===== config.mk =====
export PLATFORM = sky130hd
export DESIGN_NAME = i2c_master_bit_sequencer
export DESIGN_NICKNAME = d
export VERILOG_FILES = /design/src/design/i2cbs_pkg.sv /design/src/design/i2cbs_dp.sv /design/src/design/i2cbs_ctrl.sv /design/src/design/i2c_master_bit_sequencer.sv
export SDC_FILE = /design/constraint.sdc
export NUM_CORES = 1
export LEC_CHECK = 0
export ABC_CLOCK_PERIOD_IN_PS = 2950
export BUFFER_PORTS_ARGS = -buffer_cell sky130_fd_sc_hd__buf_4
export CORE_UTILIZATION = 55
export CTS_BUF_LIST = sky130_fd_sc_hd__clkbuf_8
export DETAILED_ROUTE_END_ITERATION = 8
export GPL_TIMING_DRIVEN = 0
export PLACE_DENSITY = 0.79
export SLEW_MARGIN = 40
export SYNTH_ARGS = -nofsm -noshare
export SYNTH_HDL_FRONTEND = slang
export SYNTH_SLANG_ARGS = --single-unit

===== constraint.sdc =====
create_clock -name clk_i -period 2.95 [get_ports clk_i]
set_input_delay 0.295 -clock clk_i [delete_from_list [all_inputs] [get_ports clk_i]]
set_output_delay 0.295 -clock clk_i [all_outputs]
set_load 0.01 [all_outputs]

===== src/design/i2cbs_pkg.sv =====
// ----------------------------------------------------------------------------
// i2cbs_pkg
// Shared types and constants for the I2C master bit sequencer.
// ----------------------------------------------------------------------------
package i2cbs_pkg;

  localparam int unsigned BitsPerByte = 8;
  localparam int unsigned CmdW        = 3;
  localparam int unsigned PhaseW      = 5;

  // phase indexes inside a command
  localparam logic [PhaseW-1:0] WrBitPhases = PhaseW'(3 * BitsPerByte);    // 24
  localparam logic [PhaseW-1:0] WrAckLow    = WrBitPhases;
  localparam logic [PhaseW-1:0] WrAckHigh   = PhaseW'(3 * BitsPerByte + 1);
  localparam logic [PhaseW-1:0] WrRelease   = PhaseW'(3 * BitsPerByte + 2);
  localparam logic [PhaseW-1:0] RdBitPhases = PhaseW'(2 * BitsPerByte);    // 16
  localparam logic [PhaseW-1:0] RdTurn      = RdBitPhases;
  localparam logic [PhaseW-1:0] RdAckLow    = PhaseW'(2 * BitsPerByte + 1);
  localparam logic [PhaseW-1:0] RdAckData   = PhaseW'(2 * BitsPerByte + 2);
  localparam logic [PhaseW-1:0] RdAckHigh   = PhaseW'(2 * BitsPerByte + 3);
  localparam logic [PhaseW-1:0] RdAckEnd    = PhaseW'(2 * BitsPerByte + 4);
  localparam logic [PhaseW-1:0] MaxPhase    = WrRelease;

  typedef enum logic [CmdW-1:0] {
    CMD_START     = 3'd0,
    CMD_WRITE     = 3'd1,
    CMD_READ_ACK  = 3'd2,
    CMD_READ_NACK = 3'd3,
    CMD_STOP      = 3'd4
  } cmd_e;

  typedef enum logic {
    CTRL_IDLE,
    CTRL_RUN
  } ctrl_state_e;

  // controller -> datapath
  typedef struct packed {
    logic load;            // capture bytes of a new request
    logic step;            // emit one phase
    logic scl_set;
    logic scl_val;
    logic sda_set;
    logic sda_from_shift;  // SDA takes shifter MSB
    logic sda_val;
    logic en_set;
    logic en_val;
    logic hold;
    logic last;
    logic shift;
    logic rd_out;          // present read byte on this phase
  } dp_cmd_t;

  // datapath -> controller
  typedef struct packed {
    logic out_free;
  } dp_stat_t;

endpackage


===== src/design/i2cbs_dp.sv =====
// ----------------------------------------------------------------------------
// i2cbs_dp
// Pin latches, byte shifter, read byte holder and phase output register.
// ----------------------------------------------------------------------------
module i2cbs_dp import i2cbs_pkg::*; (
  input  logic                   clk_i,
  input  logic                   rst_ni,
  input  dp_cmd_t                cmd_i,
  output dp_stat_t               stat_o,
  input  logic [BitsPerByte-1:0] wr_byte_i,
  input  logic [BitsPerByte-1:0] rd_byte_i,
  input  logic                   out_ready_i,
  output logic                   out_valid_o,
  output logic                   out_scl_o,
  output logic                   out_sda_o,
  output logic                   out_drive_o,
  output logic                   out_hold_o,
  output logic [BitsPerByte-1:0] out_read_o,
  output logic                   out_last_o
);

  logic scl_q, scl_d, sda_q, sda_d, en_q, en_d;
  logic [BitsPerByte-1:0] shift_q, shift_d, rbyte_q, rbyte_d;
  logic ov_q, ov_d;
  logic o_scl_q, o_sda_q, o_en_q, o_hold_q, o_last_q;
  logic [BitsPerByte-1:0] o_read_q;

  assign stat_o.out_free = !ov_q || out_ready_i;

  always_comb begin
    scl_d   = scl_q;
    sda_d   = sda_q;
    en_d    = en_q;
    shift_d = shift_q;
    rbyte_d = rbyte_q;
    if (cmd_i.load) begin
      shift_d = wr_byte_i;
      rbyte_d = rd_byte_i;
    end
    if (cmd_i.step) begin
      if (cmd_i.scl_set) scl_d = cmd_i.scl_val;
      if (cmd_i.sda_set) sda_d = cmd_i.sda_from_shift ? shift_q[BitsPerByte-1] : cmd_i.sda_val;
      if (cmd_i.en_set)  en_d  = cmd_i.en_val;
      if (cmd_i.shift)   shift_d = {shift_q[BitsPerByte-2:0], 1'b0};
    end
    ov_d = cmd_i.step ? 1'b1 : (ov_q && !out_ready_i);
  end

  always_ff @(posedge clk_i or negedge rst_ni) begin
    if (!rst_ni) begin
      scl_q   <= 1'b0;
      sda_q   <= 1'b1;
      en_q    <= 1'b1;
      shift_q <= '0;
      ov_q    <= 1'b0;
    end else begin
      scl_q   <= scl_d;
      sda_q   <= sda_d;
      en_q    <= en_d;
      shift_q <= shift_d;
      ov_q    <= ov_d;
    end
  end

  // payload registers
  always_ff @(posedge clk_i) begin
    rbyte_q <= rbyte_d;
    if (cmd_i.step) begin
      o_scl_q  <= scl_d;
      o_sda_q  <= sda_d;
      o_en_q   <= en_d;
      o_hold_q <= cmd_i.hold;
      o_last_q <= cmd_i.last;
      o_read_q <= cmd_i.rd_out ? rbyte_q : '0;
    end
  end

  assign out_valid_o = ov_q;
  assign out_scl_o   = o_scl_q;
  assign out_sda_o   = o_sda_q;
  assign out_drive_o = o_en_q;
  assign out_hold_o  = o_hold_q;
  assign out_read_o  = o_read_q;
  assign out_last_o  = o_last_q;

endmodule


===== src/design/i2cbs_ctrl.sv =====
// ----------------------------------------------------------------------------
// i2cbs_ctrl
// Command sequencer: walks the phase list of each request, drives datapath.
// ----------------------------------------------------------------------------
module i2cbs_ctrl import i2cbs_pkg::*; (
  input  logic            clk_i,
  input  logic            rst_ni,
  input  logic            in_valid_i,
  output logic            in_ready_o,
  input  logic [CmdW-1:0] in_cmd_i,
  output dp_cmd_t         dp_cmd_o,
  input  dp_stat_t        dp_stat_i
);

  ctrl_state_e       state_q, state_d;
  cmd_e              cmd_q, cmd_d;
  logic [PhaseW-1:0] ph_q, ph_d;
  logic [1:0]        sub_q, sub_d;
  logic              accept;
  dp_cmd_t           c;

  assign in_ready_o = (state_q == CTRL_IDLE);
  assign accept     = in_valid_i && in_ready_o;

  always_comb begin
    state_d = state_q;
    cmd_d   = cmd_q;
    ph_d    = ph_q;
    sub_d   = sub_q;
    c       = '0;

    case (state_q)
      CTRL_IDLE: begin
        if (accept && in_cmd_i <= CMD_STOP) begin
          c.load  = 1'b1;
          cmd_d   = cmd_e'(in_cmd_i);
          ph_d    = '0;
          sub_d   = '0;
          state_d = CTRL_RUN;
        end
      end
      CTRL_RUN: begin
        if (dp_stat_i.out_free) begin
          c.step = 1'b1;
          case (cmd_q)
            CMD_START: begin
              case (ph_q)
                5'd0: begin
                  c.en_set = 1'b1; c.en_val = 1'b1;
                  c.sda_set = 1'b1; c.sda_val = 1'b1;
                  c.scl_set = 1'b1; c.scl_val = 1'b1;
                end
                5'd1: begin c.sda_set = 1'b1; c.sda_val = 1'b0; end
                default: begin c.scl_set = 1'b1; c.scl_val = 1'b0; c.last = 1'b1; end
              endcase
            end
            CMD_STOP: begin
              case (ph_q)
                5'd0: begin c.scl_set = 1'b1; c.scl_val = 1'b0; end
                5'd1: begin c.sda_set = 1'b1; c.sda_val = 1'b0; end
                5'd2: begin c.scl_set = 1'b1; c.scl_val = 1'b1; c.hold = 1'b1; end
                default: begin c.sda_set = 1'b1; c.sda_val = 1'b1; c.last = 1'b1; end
              endcase
            end
            CMD_WRITE: begin
              if (ph_q < WrBitPhases) begin
                case (sub_q)
                  2'd0: begin c.scl_set = 1'b1; c.scl_val = 1'b0; end
                  2'd1: begin c.sda_set = 1'b1; c.sda_from_shift = 1'b1; end
                  default: begin
                    c.scl_set = 1'b1; c.scl_val = 1'b1; c.hold = 1'b1; c.shift = 1'b1;
                  end
                endcase
              end else if (ph_q == WrAckLow) begin
                c.scl_set = 1'b1; c.scl_val = 1'b0;
                c.en_set = 1'b1; c.en_val = 1'b0; c.hold = 1'b1;
              end else if (ph_q == WrAckHigh) begin
                // acknowledge clock, slave level not used
                c.scl_set = 1'b1; c.scl_val = 1'b1; c.hold = 1'b1;
              end else begin
                c.scl_set = 1'b1; c.scl_val = 1'b0;
                c.en_set = 1'b1; c.en_val = 1'b1;
                c.sda_set = 1'b1; c.sda_val = 1'b1;
                c.hold = 1'b1; c.last = 1'b1;
              end
            end
            default: begin  // both read flavors
              if (ph_q < RdBitPhases) begin
                c.en_set = 1'b1; c.en_val = 1'b0;
                c.scl_set = 1'b1; c.scl_val = ph_q[0]; c.hold = ph_q[0];
              end else if (ph_q == RdTurn) begin
                c.scl_set = 1'b1; c.scl_val = 1'b0;
              end else if (ph_q == RdAckLow) begin
                c.en_set = 1'b1; c.en_val = 1'b1;
                c.scl_set = 1'b1; c.scl_val = 1'b0;
              end else if (ph_q == RdAckData) begin
                c.sda_set = 1'b1; c.sda_val = (cmd_q != CMD_READ_ACK);
              end else if (ph_q == RdAckHigh) begin
                c.scl_set = 1'b1; c.scl_val = 1'b1;
                if (cmd_q != CMD_READ_ACK) begin
                  c.hold = 1'b1; c.last = 1'b1; c.rd_out = 1'b1;
                end
              end else begin
                c.scl_set = 1'b1; c.scl_val = 1'b0;
                c.last = 1'b1; c.rd_out = 1'b1;
              end
            end
          endcase

          if (c.last) begin
            state_d = CTRL_IDLE;
          end else begin
            ph_d  = ph_q + 1'b1;
            sub_d = (sub_q == 2'd2) ? 2'd0 : sub_q + 1'b1;
          end
        end
      end
      default: state_d = CTRL_IDLE;
    endcase
  end

  assign dp_cmd_o = c;

  always_ff @(posedge clk_i or negedge rst_ni) begin
    if (!rst_ni) begin
      state_q <= CTRL_IDLE;
      cmd_q   <= CMD_START;
      ph_q    <= '0;
      sub_q   <= '0;
    end else begin
      state_q <= state_d;
      cmd_q   <= cmd_d;
      ph_q    <= ph_d;
      sub_q   <= sub_d;
    end
  end

  a_step_only_running: assert property (@(posedge clk_i) disable iff (!rst_ni)
    c.step |-> state_q == CTRL_RUN) else $error("phase emitted while idle");
  a_phase_bound: assert property (@(posedge clk_i) disable iff (!rst_ni)
    state_q == CTRL_RUN |-> ph_q <= MaxPhase) else $error("phase index overrun");
  a_last_ends: assert property (@(posedge clk_i) disable iff (!rst_ni)
    c.last |=> state_q == CTRL_IDLE) else $error("sequencer kept running after last");
  a_load_starts: assert property (@(posedge clk_i) disable iff (!rst_ni)
    c.load |=> state_q == CTRL_RUN && ph_q == '0) else $error("bad command start");
  a_sub_range: assert property (@(posedge clk_i) disable iff (!rst_ni)
    sub_q != 2'd3) else $error("bit sub-phase out of range");

endmodule


===== src/design/i2c_master_bit_sequencer.sv =====
// ----------------------------------------------------------------------------
// i2c_master_bit_sequencer
// Byte-level I2C master turning start/write/read/stop requests into pin phases.
// ----------------------------------------------------------------------------
// Each accepted request is expanded into a list of pin phases, one phase per
// clock when the output side is ready: start gives 3 phases, write 27,
// read with ACK 21, read with NACK 20 and stop 4. The next request is taken
// only after the controller has emitted the last phase of the request before
// and gone back to idle. Each phase carries the SCL level, the SDA output
// latch, the SDA drive enable and a short/long hold flag; the final phase
// of a request has tlast set, and on a read it also carries the assembled
// byte (zero on all other phases). The slave's eight read bits arrive with
// the request, MSB first in bus_byte. The ACK clock after a write is
// generated but the level is not examined. Command codes 5..7 are consumed
// with no phases. The last phase may still sit in the output register while
// the next request is accepted.
module i2c_master_bit_sequencer import i2cbs_pkg::*; (
  input  logic        clk_i,
  input  logic        rst_ni,
  // request channel
  input  logic        s_axis_tvalid,
  output logic        s_axis_tready,
  input  logic [15:0] s_axis_tdata,   // [7:0] data_byte, [15:8] bus_byte
  input  logic [2:0]  s_axis_tuser,   // [2:0] cmd
  // phase channel
  output logic        m_axis_tvalid,
  input  logic        m_axis_tready,
  output logic [15:0] m_axis_tdata,   // [0] scl_level, [1] sda_level,
                                      // [2] sda_drive, [3] hold_long,
                                      // [11:4] read_value, [15:12] zero
  output logic        m_axis_tlast    // last_phase
);

  dp_cmd_t  dp_cmd;
  dp_stat_t dp_stat;

  logic                   o_scl, o_sda, o_drive, o_hold;
  logic [BitsPerByte-1:0] o_read;

  // sequencer: phase index per request
  i2cbs_ctrl u_ctrl (
    .clk_i     (clk_i),
    .rst_ni    (rst_ni),
    .in_valid_i(s_axis_tvalid),
    .in_ready_o(s_axis_tready),
    .in_cmd_i  (s_axis_tuser),
    .dp_cmd_o  (dp_cmd),
    .dp_stat_i (dp_stat)
  );

  // pin latches, shifter and phase output register
  i2cbs_dp u_dp (
    .clk_i      (clk_i),
    .rst_ni     (rst_ni),
    .cmd_i      (dp_cmd),
    .stat_o     (dp_stat),
    .wr_byte_i  (s_axis_tdata[7:0]),
    .rd_byte_i  (s_axis_tdata[15:8]),
    .out_ready_i(m_axis_tready),
    .out_valid_o(m_axis_tvalid),
    .out_scl_o  (o_scl),
    .out_sda_o  (o_sda),
    .out_drive_o(o_drive),
    .out_hold_o (o_hold),
    .out_read_o (o_read),
    .out_last_o (m_axis_tlast)
  );

  assign m_axis_tdata = {4'b0000, o_read, o_hold, o_drive, o_sda, o_scl};

endmodule


==> impl_metrics.csv <==
group,metric,value,unit
final_layout,nNetsFinal,293,
synthesis,synth_top_area_cell,"edfxtp_1",
worst_setup_path,worst-path-max-fanout,8,
routing,drc,0,
synthesis,synthesis.area,2280,µm²
clock_tree,post-cts-setup-buffers,0,
power,ir_worst_vdd,0.672,mV
power,total_power,2.75,mW
power,p_int,1.70,mW
final_layout,final_cells,317,
power,swShare,38.0,%
sta,maxSlewHeadroom,54.0,%
worst_setup_path,path_cells,"inv_1 -> ha_1 -> buf_4 -> nor4_1 -> o21ai_0 -> a221oi_1 -> a31oi_1 -> mux2i_1",
sta,tns,0,ns
synthesis,synth_area_leaders,"edfxtp_1 28%, dfrtp_1 23%, nand2_1 5.4%",
worst_setup_path,cp.required,3.09,ns
power,power_density,996,nW/µm²
clock_tree,cts_sinks,44,
worst_setup_path,critPathArrivalTime,2.61,ns
synthesis,synth-main-ff-cell,"edfxtp_1",
sta,drv_slew,0,
clock_tree,cts_tree,"done",
final_layout,antenna-diode-count,0,
sta,finalClockSkew,0.00509,ns
synthesis,synth_area_per_cell,10.5,µm²
power,p_clk_share,17.1,%
worst_setup_path,ff2ff_setup_slack,0.48,ns
synthesis,ys_ff_latch,44,
routing,vias,1767,
power,p_switching,1.04,mW
floorplanning,fp.dieH,66.4,µm
sta,min_period,2.47,ns
sta,report.final.setup_viol,0,
synthesis,synth-edff-count,21,
global_route,grt_usage,22.7,%
clock_tree,cts_resized,0,
flow_run,maxCapViolCount,0,
final_layout,area_delta_synth_final,20.9,%
routing,first_pass_iters,4,
global_route,grt_start_max_net_pins,24,
power,power_frac_seq,37.7,%
global_route,grt_pass1_vias,1558,
floorplanning,ios,42,
sta,finalHoldViolations,0,
sta,finalCritPeriodShare,83.8,%
clock_tree,clk_pin_slew,0.09,ns
sta,worst_pin_slew,0.689,ns
routing,routed_via_density,5.57,
worst_setup_path,criticalPathCategory,"reg -> reg",
synthesis,syn_inst,218,
synthesis,synth_top_area_share,27.6,%
routing,drt_iter0_markers,126,
sta,max_freq,0.405,GHz
clock_tree,cts_buffer_depth,2,
global_route,grt_pass1_wl,7290,µm
synthesis,synth_cell_types,49,
global_route,grt_remaining_overflow,0,
floorplanning,start_util,57.1,%
placed_design,port_buffers,37,
placed_design,place.gp.congestion,0.897,
clock_tree,h-tree-depth,2,
synthesis,seq_area_frac_synth,53.0,%
global_route,antenna_found_initial,0,
placed_design,dp.cells,308,
status,status,"finished clean",
clock_tree,cts-root-buf,"clkbuf_8",
synthesis,ys_async_sr_fraction,52.3,%
routing,ant_nets,0,
final_layout,drive_gt1_share,25.8,%
routing,drt_wl_total,4590,µm
worst_setup_path,startpoint_type,"register",
floorplanning,fp.dieW,66.4,µm
power,p_leak,1.23,nW
synthesis,ys_warn_count,0,
worst_setup_path,path_buf_inv,2,
worst_setup_path,cp_top_family,"compound AO/OA/AOI/OAI gates",
worst_setup_path,cp_slowest_cell,"nor4_1",
placed_design,hpwl,3410,µm
worst_setup_path,cpPeakStageDelay,0.53,ns
sta,rsz0062_at_grt,"no",
min_path,hold_class,"in -> reg",
floorplanning,rows,23,
clock_tree,clk_latency,0.30,ns
routing,wl_per_cell,14.5,µm
clock_tree,cts_made_buffers,5,
floorplanning,core_area,4000,µm²
worst_setup_path,cp-end-kind,"register",
floorplanning,die-area,4410,µm²
power,combPwrFrac,45.1,%
sta,hold_ws,0.160,ns
==> what timing repair did <==
item | 4_1_cts | 5_1_grt
endpoints found under the setup margin | 0 | 0
endpoints found under the hold margin | 21 | 0
hold buffers | 1 | 0
==> cells in the mapped netlist (2+ instances only) <==
master and n:
a21oi_1 10, buf_6 2, a31oi_1 4, nand3_1 7, a21o_1 2, nor3b_1 2
mux2i_1 8, buf_4 11, o211ai_1 4, and2_1 9, ha_1 4, edfxtp_1 21
a22o_1 3, o21ai_0 16, nor2_1 11, nor2b_1 3, clkbuf_1 5, mux2_2 2
nor3_1 3, nand4b_1 3, dfrtp_1 21, dfstp_2 2, inv_1 7, nand2_1 33
==> cell type report <==
| class | count | area, µm² |
|---|---|---|
| Fill cell | 320 | 1240 |
| Sequential cell | 44 | 1210 |
| Multi-Input combinational cell | 152 | 935 |
| Timing Repair Buffer | 38 | 288 |
| Buffer | 18 | 124 |
| Clock buffer | 5 | 68.8 |
| Tap cell | 50 | 62.6 |
| Clock inverter | 3 | 46.3 |
| Inverter | 7 | 26.3 |
==> power by group through the flow <==
stage	Combinational, mW	Sequential [mW]	Clock (mW)
after floorplan	0.875	1.03	0
after global placement	1.20	1.04	0
after detailed placement	1.23	1.05	0
after CTS	1.23	1.04	0.479
after global routing	1.37	1.06	0.505
final	1.24	1.04	0.471
==> path summary, 6_finish.rpt <==
kind | from | to | depth (start not counted)
worst max-delay path | u_ctrl.ph_q[0] | u_dp.out_sda_o | 8
worst min-delay path | s_axis_tdata[12] | u_dp.rbyte_q[4] | 1
worst max register to register | u_ctrl.ph_q[0] | u_dp.out_sda_o | 8
worst min register to register | u_dp.shift_q[4] | u_dp.shift_q[5] | 2
max in group asynchronous | rst_ni | u_dp.en_q | 2
min in group asynchronous | rst_ni | u_dp.shift_q[2] | 2
==> flip-flops by register name, indices dropped and copies added, names as in the netlist, 2 cells and up <==
| register | flops |
|---|---|
| u_ctrl.ph_q | 5 |
| u_dp.shift_q | 8 |
| u_ctrl.cmd_q | 3 |
| u_dp.rbyte_q | 8 |
| u_dp.out_read_o | 8 |
| u_ctrl.sub_q | 2 |
==> stage by stage <==
step                      area (µm²)  utilization, %  setup WS, ns
after floorplan                 2290               -         0.702
after global placement          2630            65.8         0.531
after detailed placement        2630            65.8         0.528
after CTS                       2760            69.0         0.514
after global routing            2760            69.0         0.209
final                           2760            69.0         0.479
==> placed cells by master (no fill, tap or decap), types with 3 or more instances in the layout <==
cell type  Yosys  layout
buf_4         11      48
nand2_1       33      33
dfrtp_1       21      21
edfxtp_1      21      21
o21ai_0       16      16
nor2_1        11      11
a21oi_1       10      10
and2_1         9       9
mux2i_1        8       8
inv_1          7       7
nand3_1        7       7
clkbuf_1       5       5
clkbuf_8       0       5
a31oi_1        4       4
o211ai_1       4       4
ha_1           4       4
conb_1         1       4
nor3_1         3       3
nor2b_1        3       3
a22o_1         3       3
nand4b_1       3       3
==> per-layer routing <==
metal / GRT usage (%) / vias up / wire [µm]
li1: - / 868 / -
met1: 29.5 / 826 / 1940
met2: 36.7 / 63 / 2280
met3: 5.86 / 10 / 269
met4: 7.98 / 0 / 95
met5: 0 / - / 0
==> cell families after synthesis <==
| family | Yosys count | share of synthesized area [%] |
|---|---|---|
| buffers and inverters | 25 | 6.58 |
| other | 1 | 0.164 |
| and+or+nand+nor | 81 | 18.0 |
| xor gates and xnor gates | 1 | 0.384 |
| muxes | 10 | 4.50 |
| DFF | 44 | 53.0 |
| AOI/OAI and AO/OA | 52 | 15.2 |
| adders and majority gates | 4 | 2.19 |
No activity file was read; power rests on OpenSTA's default activity.
